--- config.mk ---
export PLATFORM = sky130hd
export DESIGN_NAME = sard_slot_check
export DESIGN_NICKNAME = d
export VERILOG_FILES = /design/src/hw/rtl/slot_allocator_reuse_delay_top_defines.svh /design/src/hw/rtl/sard_pkg.sv /design/src/hw/rtl/sard_slot_check.sv
export SDC_FILE = /design/constraint.sdc
export NUM_CORES = 1
export LEC_CHECK = 0
export BUFFER_PORTS_ARGS = -buffer_cell sky130_fd_sc_hd__buf_2
export CAP_MARGIN = 30
export CORE_MARGIN = 2
export CORE_UTILIZATION = 30
export DETAILED_ROUTE_END_ITERATION = 7
export PLACE_DENSITY = 0.67
export RECOVER_POWER = 100
export SYNTH_ARGS = -nofsm -noshare
export SYNTH_HDL_FRONTEND = slang
export SYNTH_SLANG_ARGS = --single-unit
--- constraint.sdc ---
create_clock -name vclk -period 2.5
set_clock_uncertainty 0.2 [all_clocks]
set_input_delay 0.625 -clock vclk [all_inputs]
set_output_delay 0.625 -clock vclk [all_outputs]
set_load 0.005 [all_outputs]
--- src/hw/rtl/slot_allocator_reuse_delay_top_defines.svh ---
// ---------------------------------------------------------------------------
// slot allocator assertion macros
// shared assertion wrappers, compiled out when SYNTH is defined
// ---------------------------------------------------------------------------
`ifndef SLOT_ALLOCATOR_REUSE_DELAY_TOP_DEFINES_SVH
`define SLOT_ALLOCATOR_REUSE_DELAY_TOP_DEFINES_SVH

`ifndef SYNTH
// checked only outside reset
`define SARD_ASSERT(name, prop) \
    name: assert property (@(posedge aclk) disable iff (!aresetn) prop) \
        else $error("sard assertion failed");
// checked at every edge, reset included
`define SARD_ASSERT_ALWAYS(name, prop) \
    name: assert property (@(posedge aclk) prop) \
        else $error("sard assertion failed");
`else
`define SARD_ASSERT(name, prop)
`define SARD_ASSERT_ALWAYS(name, prop)
`endif

`endif

--- src/hw/rtl/sard_pkg.sv ---
// ---------------------------------------------------------------------------
// sard_pkg
// types and constants shared by the slot allocator modules
// ---------------------------------------------------------------------------
package sard_pkg;

    // item field widths
    localparam int FUNC_W      = 2;
    localparam int SLOT_IDX_W  = 11;
    localparam int TIME_W      = 31;
    localparam int STATUS_W    = 2;
    localparam int SLOT_OUT_W  = 10;
    localparam int S_TDATA_W   = 48;
    localparam int M_TDATA_W   = 16;

    // configuration port
    localparam int CFG_IDX_W   = 1;
    localparam int CFG_DATA_W  = 16;
    localparam logic [CFG_IDX_W-1:0] CFG_REUSE_DELAY   = 1'd0;
    localparam logic [CFG_IDX_W-1:0] CFG_STARTUP_GRACE = 1'd1;
    localparam logic [CFG_DATA_W-1:0] DEFAULT_REUSE_DELAY   = 16'd1000;
    localparam logic [CFG_DATA_W-1:0] DEFAULT_STARTUP_GRACE = 16'd2000;

    // item functions
    localparam logic [FUNC_W-1:0] FN_ALLOC = 2'd0;
    localparam logic [FUNC_W-1:0] FN_FREE  = 2'd1;
    localparam logic [FUNC_W-1:0] FN_FRAME = 2'd2;
    localparam logic [FUNC_W-1:0] FN_LEVEL = 2'd3;

    // result status codes
    localparam logic [STATUS_W-1:0] STAT_OK        = 2'd0;
    localparam logic [STATUS_W-1:0] STAT_BAD_INDEX = 2'd1;
    localparam logic [STATUS_W-1:0] STAT_NO_SLOT   = 2'd2;

    // one slot table entry
    typedef struct packed {
        logic              in_use;
        logic [TIME_W-1:0] freed_at;
    } sard_entry_t;

    localparam int ENTRY_W = $bits(sard_entry_t);

    typedef enum logic [2:0] {
        S_CLEAR,
        S_IDLE,
        S_PREP,
        S_THR,
        S_SCAN,
        S_RD,
        S_WR,
        S_DONE
    } sard_state_t;

endpackage

--- src/hw/rtl/sard_slot_check.sv ---
// ---------------------------------------------------------------------------
// sard_slot_check
// shared compare unit: decides whether one table entry may be handed out
// ---------------------------------------------------------------------------
module sard_slot_check (
    input  sard_pkg::sard_entry_t entry_i,
    input  logic [31:0]           thr_i,
    input  logic                  force_i,
    output logic                  qualify_o
);
    import sard_pkg::*;

    logic resting;

    // resting when freed after both the grace end and now minus the delay
    assign resting   = ({1'b0, entry_i.freed_at} > thr_i);
    assign qualify_o = !entry_i.in_use && (force_i || !resting);

endmodule

# [Word level (Yosys, flattened, before mapping)]
# Cells that the tools add are included.
[word_totals] word_cells=5 out_inout_bits=1 input_bits=65 register_bits=0
[classes] n_reduce_logical=4 magnitude_cmp=1
[ops] cell="31-bit by 32-bit > comparator with 1-bit output" n=1
[ops] cell="1-bit logical NOT" n=2
[ops] cell="1-bit logical AND" n=1
[ops] cell="1-bit logical OR" n=1

# [Longest topological paths before layout]
# Gate-level depths: netlist of the first run.
[depth] word_depth=4 mapped_depth=7 ltp_nobuf=7

# [Worst setup path before layout of the first run]
# OpenSTA, ideal clock, no wires.
[synth_path] kind="in2out" start="input port thr_i[23]" end="output port qualify_o" path_buffers=0 stages=7 arrival_ns=1.873 t_required_ns=1.675 setup_slack_ns=-0.198 path_cell_list="inv_1 > ha_1 > a21oi_2 > o21ai_1 > a22o_1 > or4_1 > o21ai_1"
[synth_between] elab_chain_cells=4
[synth_rtl] element="start, declared" line="sard_slot_check.sv:7" source="input logic [31:0] thr_i,"
[synth_rtl] element="31-bit by 32-bit > comparator with 1-bit output" line="sard_slot_check.sv:16" source="assign resting = ({1'b0, entry_i.freed_at} > thr_i);"
[synth_rtl] element="1-bit logical NOT" line="sard_slot_check.sv:17" source="assign qualify_o = !entry_i.in_use && (force_i || !resting);"
[synth_rtl] element="1-bit logical OR" line="sard_slot_check.sv:17"
[synth_rtl] element="1-bit logical AND" line="sard_slot_check.sv:17"
[synth_rtl] element="end, declared" line="sard_slot_check.sv:9" source="output logic qualify_o"
# No other way between the ends.

# [Final worst setup path of the first run]
[layout_path] start="input port thr_i[26]" end="output port qualify_o"
# Same word-level chain as after synthesis.

==> impl_metrics.json, run 1 <==
{
  "yosys_warnings": 0,
  "endpoint_kind": "output port",
  "seq_area_sq_um": 0,
  "overflow": 0,
  "dr.first_iter.drc_count": 17,
  "vias_per_cell": 4.824,
  "wl_per_cell_microns": 11.26,
  "dp_cells": 216,
  "synthCells": 115,
  "outcome": "finished, violations left",
  "clockPowerShare": 0,
  "fin_nets": 284,
  "layout_min_cycle_time_ps": 2887,
  "antenna_found_initial": 0,
  "fmax_mhz": 346.4,
  "report.final.slew_viol_count": 0,
  "power_density_mw_per_mm2": 152.5,
  "post-route-util": 0.5585,
  "violations": "negative setup slack",
  "port_buffers": 66,
  "maxCapViolations": 0,
  "clkbuf_count": 0,
  "dp_hpwl_microns": 2200,
  "gp_congestion": 0.7629,
  "seq_power_share": 0,
  "synthDistinctLibCells": 22,
  "setup_violations": 1,
  "core_sq_mm": 0.002522,
  "yosys.area.top_type_share": 0.4784,
  "cpMostUsedCell": "buf_2",
  "start_util": 0.3214,
  "yosysMostFrequentCell": "inv_1",
  "syn_area_sq_um": 810.8,
  "hp-start": "force_i",
  "grt_usage": 0.1598,
  "cts_setup_buffers": 0,
  "internal-power_uw": 117.6,
  "ioPinCount": 66,
  "syn_nets": 211,
  "comb_power_share": 1.000,
  "n_fill_cell": 260,
  "worst_pin_slew_ps": 253.9,
  "hold_viol": 0,
  "final-instance-count-excl-fill": 216,
  "dr.pass1.iters": 4,
  "holdBufCountCts": 0,
  "synth_common_cells": "inv_1, ha_1, a21oi_1",
  "antenna_left": 0,
  "ir_drop_v": 0.00008345,
  "pre_cts_slack_ps": -440.3,
  "swShare": 0.4526,
  "max-slew-margin-rel": 0.8295,
  "grt_max_degree": 4,
  "critPathSlowestCell": "or4_1",
  "dieArea_sq_mm": 0.003134,
  "startpoint": "thr_i[26]",
  "row_count": 18,
  "seq_area_frac_synth": 0,
  "yosys-top-cells-area": "ha_1, inv_1, a21oi_1",
  "total_power_uw": 214.8,
  "cp_data_required_time_ps": 1670,
  "criticalPathCategory": "in2out",
  "die_x_microns": 55.99,
  "grt_pass1_vias": 1152,
  "crit_path_cell_trace": "buf_2, inv_2, ha_4, nand4_1, nor4_4, a22o_1, or4_1, o21ai_1, buf_2",
  "finalCritPeriodShare": 1.155,
  "num_vias": 1042,
  "drc_errors": 0,
  "routed_wl_microns": 2433,
  "multi_input_area_sq_um": 864.6,
  "rsz0062_at_grt": "yes",
  "worst_setup_path_start_kind": "input port",
  "syn_avg_cell_area_sq_um": 7.050,
  "yosysTopAreaCell": "ha_1",
  "power.switching_uw": 97.22,
  "n_antenna_cell": 0,
  "p_leak_uw": 0.0007986,
  "nFlopsAndLatches": 0,
  "holdCritPathClass": "in2out",
  "path_max_fanout": 3,
  "cpPeakStageDelay_ps": 400,
  "setup_slack_ps": -386.9,
  "drive_gt1_frac": 0.5215,
  "grt_pass1_wl_microns": 4264,
  "arrival_ps": 2060,
  "cp_top_family": "simple AND/OR/NAND/NOR gates",
  "path_buf_inv": 3,
  "die-height_microns": 55.99,
  "syn_to_final_growth_pct": 73.77
}
[metal layers]
metal	GRT usage	vias up	wire [microns]
met5	0	-	0
met4	0.02381	0	16
met3	0.01163	2	121
met2	0.3563	30	1425
met1	0.1540	466	870
li1	-	544	-
[per-stage QoR]
stage	hold slack, ps	setup TNS, ps	instance area, sq um
finish	1370	-386.9	1409
global route	1385	-452.3	1409
CTS	1369	-378.5	1398
detailed placement	1365	-440.3	1229
global placement	1373	-445.4	1229
floorplan	1166	-169.0	823.3
[power by group through the flow]
| stage | Clock [uW] | Sequential (uW) | Combinational, uW |
|---|---|---|---|
| after detailed placement | 0 | 0 | 178 |
| after global placement | 0 | 0 | 167 |
| after CTS | 0 | 0 | 212 |
| after global routing | 0 | 0 | 245 |
| final | 0 | 0 | 215 |
| after floorplan | 0 | 0 | 89.9 |
[path summary, 6_finish.rpt]
check / end / slack (ps) / depth (start not counted)
hold / removal: qualify_o / 1370 / 4
setup / recovery: qualify_o / -390 / 9
[layout by cell type, fill, tap and decap left out, drive strengths merged]
master / count
a31oi: 1
a2111o: 1
nor2b: 1
nand3: 3
o21ai: 5
nand4b: 1
o211ai: 1
nor4: 1
a22oi: 1
inv: 33
a21oi: 15
nor4b: 1
a21o: 1
nand2: 8
nand4: 5
ha: 31
buf: 71
a22o: 1
nor2: 3
a32oi: 1
or4: 1
[worst min-delay path, stage by stage]
cell and delay [ps]:
buf_2 70, a32oi_1 50, o21ai_1 80, buf_2 120
[cells by family after synthesis]
group           share of synthesized area
simple gates                       0.1698
compound gates                     0.1991
fa+ha+maj                          0.4784
buf+inv                            0.1528
[area by class of cell]
cell class / count / area share
well taps: 30 / 0.02664
inverters: 33 / 0.08970
multi-input cells: 82 / 0.6137
repair buffers: 71 / 0.2700
[what timing repair did]
item                       4_1_cts  5_1_grt
setup endpoints to repair        1        1
gates resized for setup         25        4
pin swaps                        6        1
(Power assumes the default switching activity.)
==> run 2, diff against run 1 <==
Settings changed: CORE_ASPECT_RATIO set to 1.5, CORE_UTILIZATION 30 to 38, PLACE_DENSITY 0.67 to not set, PLACE_DENSITY_LB_ADDON set to 0.25.
==> run 2 against run 1 <==
Largest power group unchanged. Via count is 0.19% lower. First-iteration DRC count is 82% lower. Routed wire length is 13% lower. Hold slack worse by 17 ps. The flow still finishes with violations (negative setup slack). Flip-flop and latch count stayed put. Combinational power is 3% lower. Final area is 0.18% lower. Global-route usage is 1.8 points higher.
==> impl_metrics.json, run 2 (synthesis results as in run 1) <==
{
  "overflow": 0,
  "seq_area_sq_um": 0,
  "drive_gt1_frac": 0.5132,
  "worst_setup_path_start_kind": "input port",
  "start_util": 0.4000,
  "n_fill_cell": 169,
  "n_antenna_cell": 0,
  "dr.pass1.iters": 2,
  "dr.first_iter.drc_count": 3,
  "fin_nets": 287,
  "routed_wl_microns": 2126,
  "hold_viol": 0,
  "dieArea_sq_mm": 0.002527,
  "antenna_left": 0,
  "holdBufCountCts": 0,
  "grt_pass1_vias": 1052,
  "holdCritPathClass": "in2out",
  "ioPinCount": 66,
  "min_to": "qualify_o",
  "core_sq_mm": 0.002027,
  "setup_slack_ps": -340.0,
  "grt_usage": 0.1775,
  "gp_congestion": 0.8242,
  "crit_path_cell_trace": "buf_2, inv_2, ha_4, a21oi_2, o21ai_1, a22o_1, or4_1, o21ai_1, buf_2",
  "arrival_ps": 2020,
  "vias_per_cell": 4.929,
  "worst_pin_slew_ps": 269.4,
  "die-height_microns": 60.57,
  "path_max_fanout": 2,
  "antenna_found_initial": 0,
  "fin_tns_setup_ps": -340.0,
  "fmax_mhz": 352.1,
  "final_cell_mix": "buf_2, inv_1, ha_1, a21oi_1, ha_4",
  "pre_cts_slack_ps": -405.3,
  "hp-start": "force_i",
  "report.final.slew_viol_count": 0,
  "criticalPathCategory": "in2out",
  "startpoint": "thr_i[21]",
  "whs_path_depth": 4,
  "nFlopsAndLatches": 0,
  "final_common_cell": "buf_2",
  "cp_data_required_time_ps": 1670,
  "port_buffers": 66,
  "grt_pass1_wl_microns": 3795,
  "syn_to_final_growth_pct": 73.46,
  "critPathSlowestCell": "or4_1",
  "max-slew-margin-rel": 0.8178,
  "clkbuf_count": 0,
  "rsz0062_at_grt": "yes",
  "cts_setup_buffers": 0,
  "outcome": "finished, violations left",
  "die_x_microns": 41.72,
  "power_density_mw_per_mm2": 147.9,
  "total_power_uw": 208.1,
  "endpoint_kind": "output port",
  "layout_min_cycle_time_ps": 2840,
  "setup_violations": 1,
  "ir_drop_v": 0.00007750,
  "finalCritPeriodShare": 1.136,
  "violations": "negative setup slack",
  "drc_errors": 0,
  "wl_per_cell_microns": 10.08,
  "grt_max_degree": 4,
  "dp_hpwl_microns": 1875,
  "maxCapViolations": 0,
  "row_count": 20,
  "num_vias": 1040,
  "cpPeakStageDelay_ps": 390,
  "p_leak_uw": 0.0008076
}
run 2: layout make-up:
cell class                      count  area, sq um  area share
Timing Repair Buffer               74        402.9      0.2865
Multi-Input combinational cell     82        852.1      0.6059
Inverter                           33        123.9     0.08808
Tap cell                           22        27.53     0.01957
run 2: metal layers:
metal / vias to the layer above / part of all wire / GRT usage
met5: - / 0 / 0
met4: 0 / 0.013 / 0.02304
met3: 4 / 0.054 / 0.008929
met2: 39 / 0.54 / 0.3817
met1: 448 / 0.39 / 0.1911
li1: 549 / - / -
run 2: what timing repair did:
action | 4_1_cts | 5_1_grt
pin swaps | 4 | 1
hold endpoints to repair | 0 | 0
resized for setup | 22 | 1
endpoints found under the setup margin | 1 | 1
gates cloned | 0 | 0
run 2: power by group:
part / switching (uW) / internal (uW)
clock: 0 / 0
sequential: 0 / 0
combinational: 91.4 / 117
run 2: worst max path at each step:
stage | slack, ps | cells past startpoint | end
global route | -430 | 9 | qualify_o
CTS | -350 | 9 | qualify_o
floorplan | -170 | 7 | qualify_o
finish | -340 | 9 | qualify_o
detailed placement | -410 | 8 | qualify_o
global placement | -400 | 8 | qualify_o
run 2: worst max-delay path, delay by kind of cell:
family	cells	cell delay [ps]
simple gates	1	390
buf+inv	3	280
compound gates	4	520
fa+ha+maj	1	190
run 2: per-stage QoR:
step,cell area [sq um],std cells,util,hold slack [ps]
after global placement,1241,211,0.6123,1347
after floorplan,823.3,115,-,1166
final,1406,211,0.6938,1353
after global routing,1406,211,0.6938,1373
after detailed placement,1241,211,0.6123,1357
after CTS,1406,211,0.6938,1357
==> run 3, diff against run 2 <==
Settings changed: CORE_ASPECT_RATIO 1.5 to not set, CORE_UTILIZATION 38 to 41.
Clock period 2.5 ns to 3.51 ns, I/O delays scaled along.
==> run 3 against run 2 <==
The run now ends clean. Critical path depth decreased by 1. Global-route usage is 0.61 points higher. Non-clock buffer count decreased by 8. Die area decreased by 7.0%. Sequential share of layout area unchanged. First-iteration DRC count increased to 3.7 times the previous value. Largest cell class unchanged. Highest routed layer unchanged.
==> impl_metrics.json, run 3 (synthesis results as in run 1) <==
{
  "criticalPathCategory": "in2out",
  "crit_path_cell_trace": "buf_2, ha_1, a21o_1, nand3_1, a21oi_1, or4_1, o21ai_1, buf_2",
  "path_max_fanout": 2,
  "drc_errors": 0,
  "layout_min_cycle_time_ps": 3430,
  "setup_violations": 0,
  "dieArea_sq_mm": 0.002349,
  "fin_tns_setup_ps": 0,
  "critPathSlowestCell": "or4_1",
  "clkbuf_count": 0,
  "clockPowerShare": 0,
  "cts_setup_buffers": 0,
  "vias_per_cell": 4.909,
  "setup_slack_ps": 80.19,
  "gp_congestion": 0.7280,
  "outcome": "finished clean",
  "cp_data_required_time_ps": 2430,
  "power_density_mw_per_mm2": 99.33,
  "endpoint_kind": "output port",
  "finalCritPeriodShare": 0.9772,
  "grt_pass1_vias": 1010,
  "core_sq_mm": 0.001922,
  "holdBufCountCts": 0,
  "drive_gt1_frac": 0.3978,
  "report.final.slew_viol_count": 0,
  "start_util": 0.4219,
  "num_vias": 1021,
  "pre_cts_slack_ps": 56.86,
  "wl_per_cell_microns": 10.23,
  "final_common_cell": "buf_2",
  "arrival_ps": 2350,
  "post-route-util": 0.6263,
  "cts-resized-gates": 0,
  "overflow": 0,
  "antenna_left": 0,
  "seq_area_sq_um": 0,
  "dr.first_iter.drc_count": 11,
  "row_count": 16,
  "fin_nets": 279,
  "holdCritPathClass": "in2out",
  "n_fill_cell": 199,
  "p_leak_uw": 0.0007633,
  "final_cell_mix": "buf_2, inv_1, ha_1, a21oi_1, nand2_1",
  "fmax_mhz": 291.6,
  "port_buffers": 66,
  "grt_max_degree": 4,
  "ioPinCount": 66,
  "syn_to_final_growth_pct": 48.46,
  "swShare": 0.4680,
  "holdWs_ps": 1886,
  "hold_viol": 0,
  "routed_wl_microns": 2128,
  "die-height_microns": 48.47,
  "total_power_uw": 119.6,
  "power.switching_uw": 55.96,
  "antenna_found_initial": 0,
  "worst_setup_path_start_kind": "input port",
  "ir_drop_v": 0.00004984,
  "max-slew-margin-rel": 0.7726,
  "nFlopsAndLatches": 0,
  "grt_pass1_wl_microns": 3663,
  "multi_input_area_sq_um": 715.7,
  "worst_pin_slew_ps": 338.3,
  "grt_usage": 0.1836,
  "n_antenna_cell": 0,
  "dp_hpwl_microns": 1955,
  "maxCapViolations": 0,
  "internal-power_uw": 63.60,
  "seq_power_share": 0,
  "cpPeakStageDelay_ps": 500,
  "comb_power_share": 1.000,
  "dr.pass1.iters": 4,
  "die_x_microns": 48.47,
  "cpMostUsedCell": "buf_2"
}
run 3: area by class of cell:
| type | instances | share of cell area |
|---|---|---|
| multi-input combinational | 82 | 0.5946 |
| timing repair buffer | 66 | 0.2744 |
| inverter | 33 | 0.1029 |
| tap | 27 | 0.02807 |
run 3: path summary, 6_finish.rpt:
| path | startpoint | to | slack [ps] | cells past startpoint |
|---|---|---|---|---|
| worst max-delay path | entry_i[25] | qualify_o | 80 | 8 |
| worst min-delay path | force_i | qualify_o | 1890 | 4 |
run 3: metal layers:
layer | track usage | vias to the layer above | wire [microns]
met2 | 0.3889 | 35 | 1178
met5 | 0 | - | 0
met4 | 0.01905 | 0 | 18
met1 | 0.2027 | 450 | 818
met3 | 0.009259 | 2 | 114
li1 | - | 534 | -
run 3: power by group through the flow:
stage	clock network, uW	registers, uW	logic [uW]
6_report	0	0	120
5_1_grt	0	0	141
4_1_cts	0	0	116
3_5_place_dp	0	0	116
3_3_place_gp	0	0	109
2_1_floorplan	0	0	63.0
run 3: per-stage QoR:
step / cells / cell area (sq um)
2_1_floorplan: 115 / 810.8
3_3_place_gp: 208 / 1175
3_5_place_dp: 208 / 1175
4_1_cts: 208 / 1175
5_1_grt: 208 / 1204
6_report: 208 / 1204
run 3: worst max-delay path: cells and delay by family:
family	cells	cell delay [ps]
AO/OA/AOI/OAI	3	370
adder cells (fa/ha/maj)	1	310
buffers and inverters	2	230
AND/OR/NAND/NOR	2	570
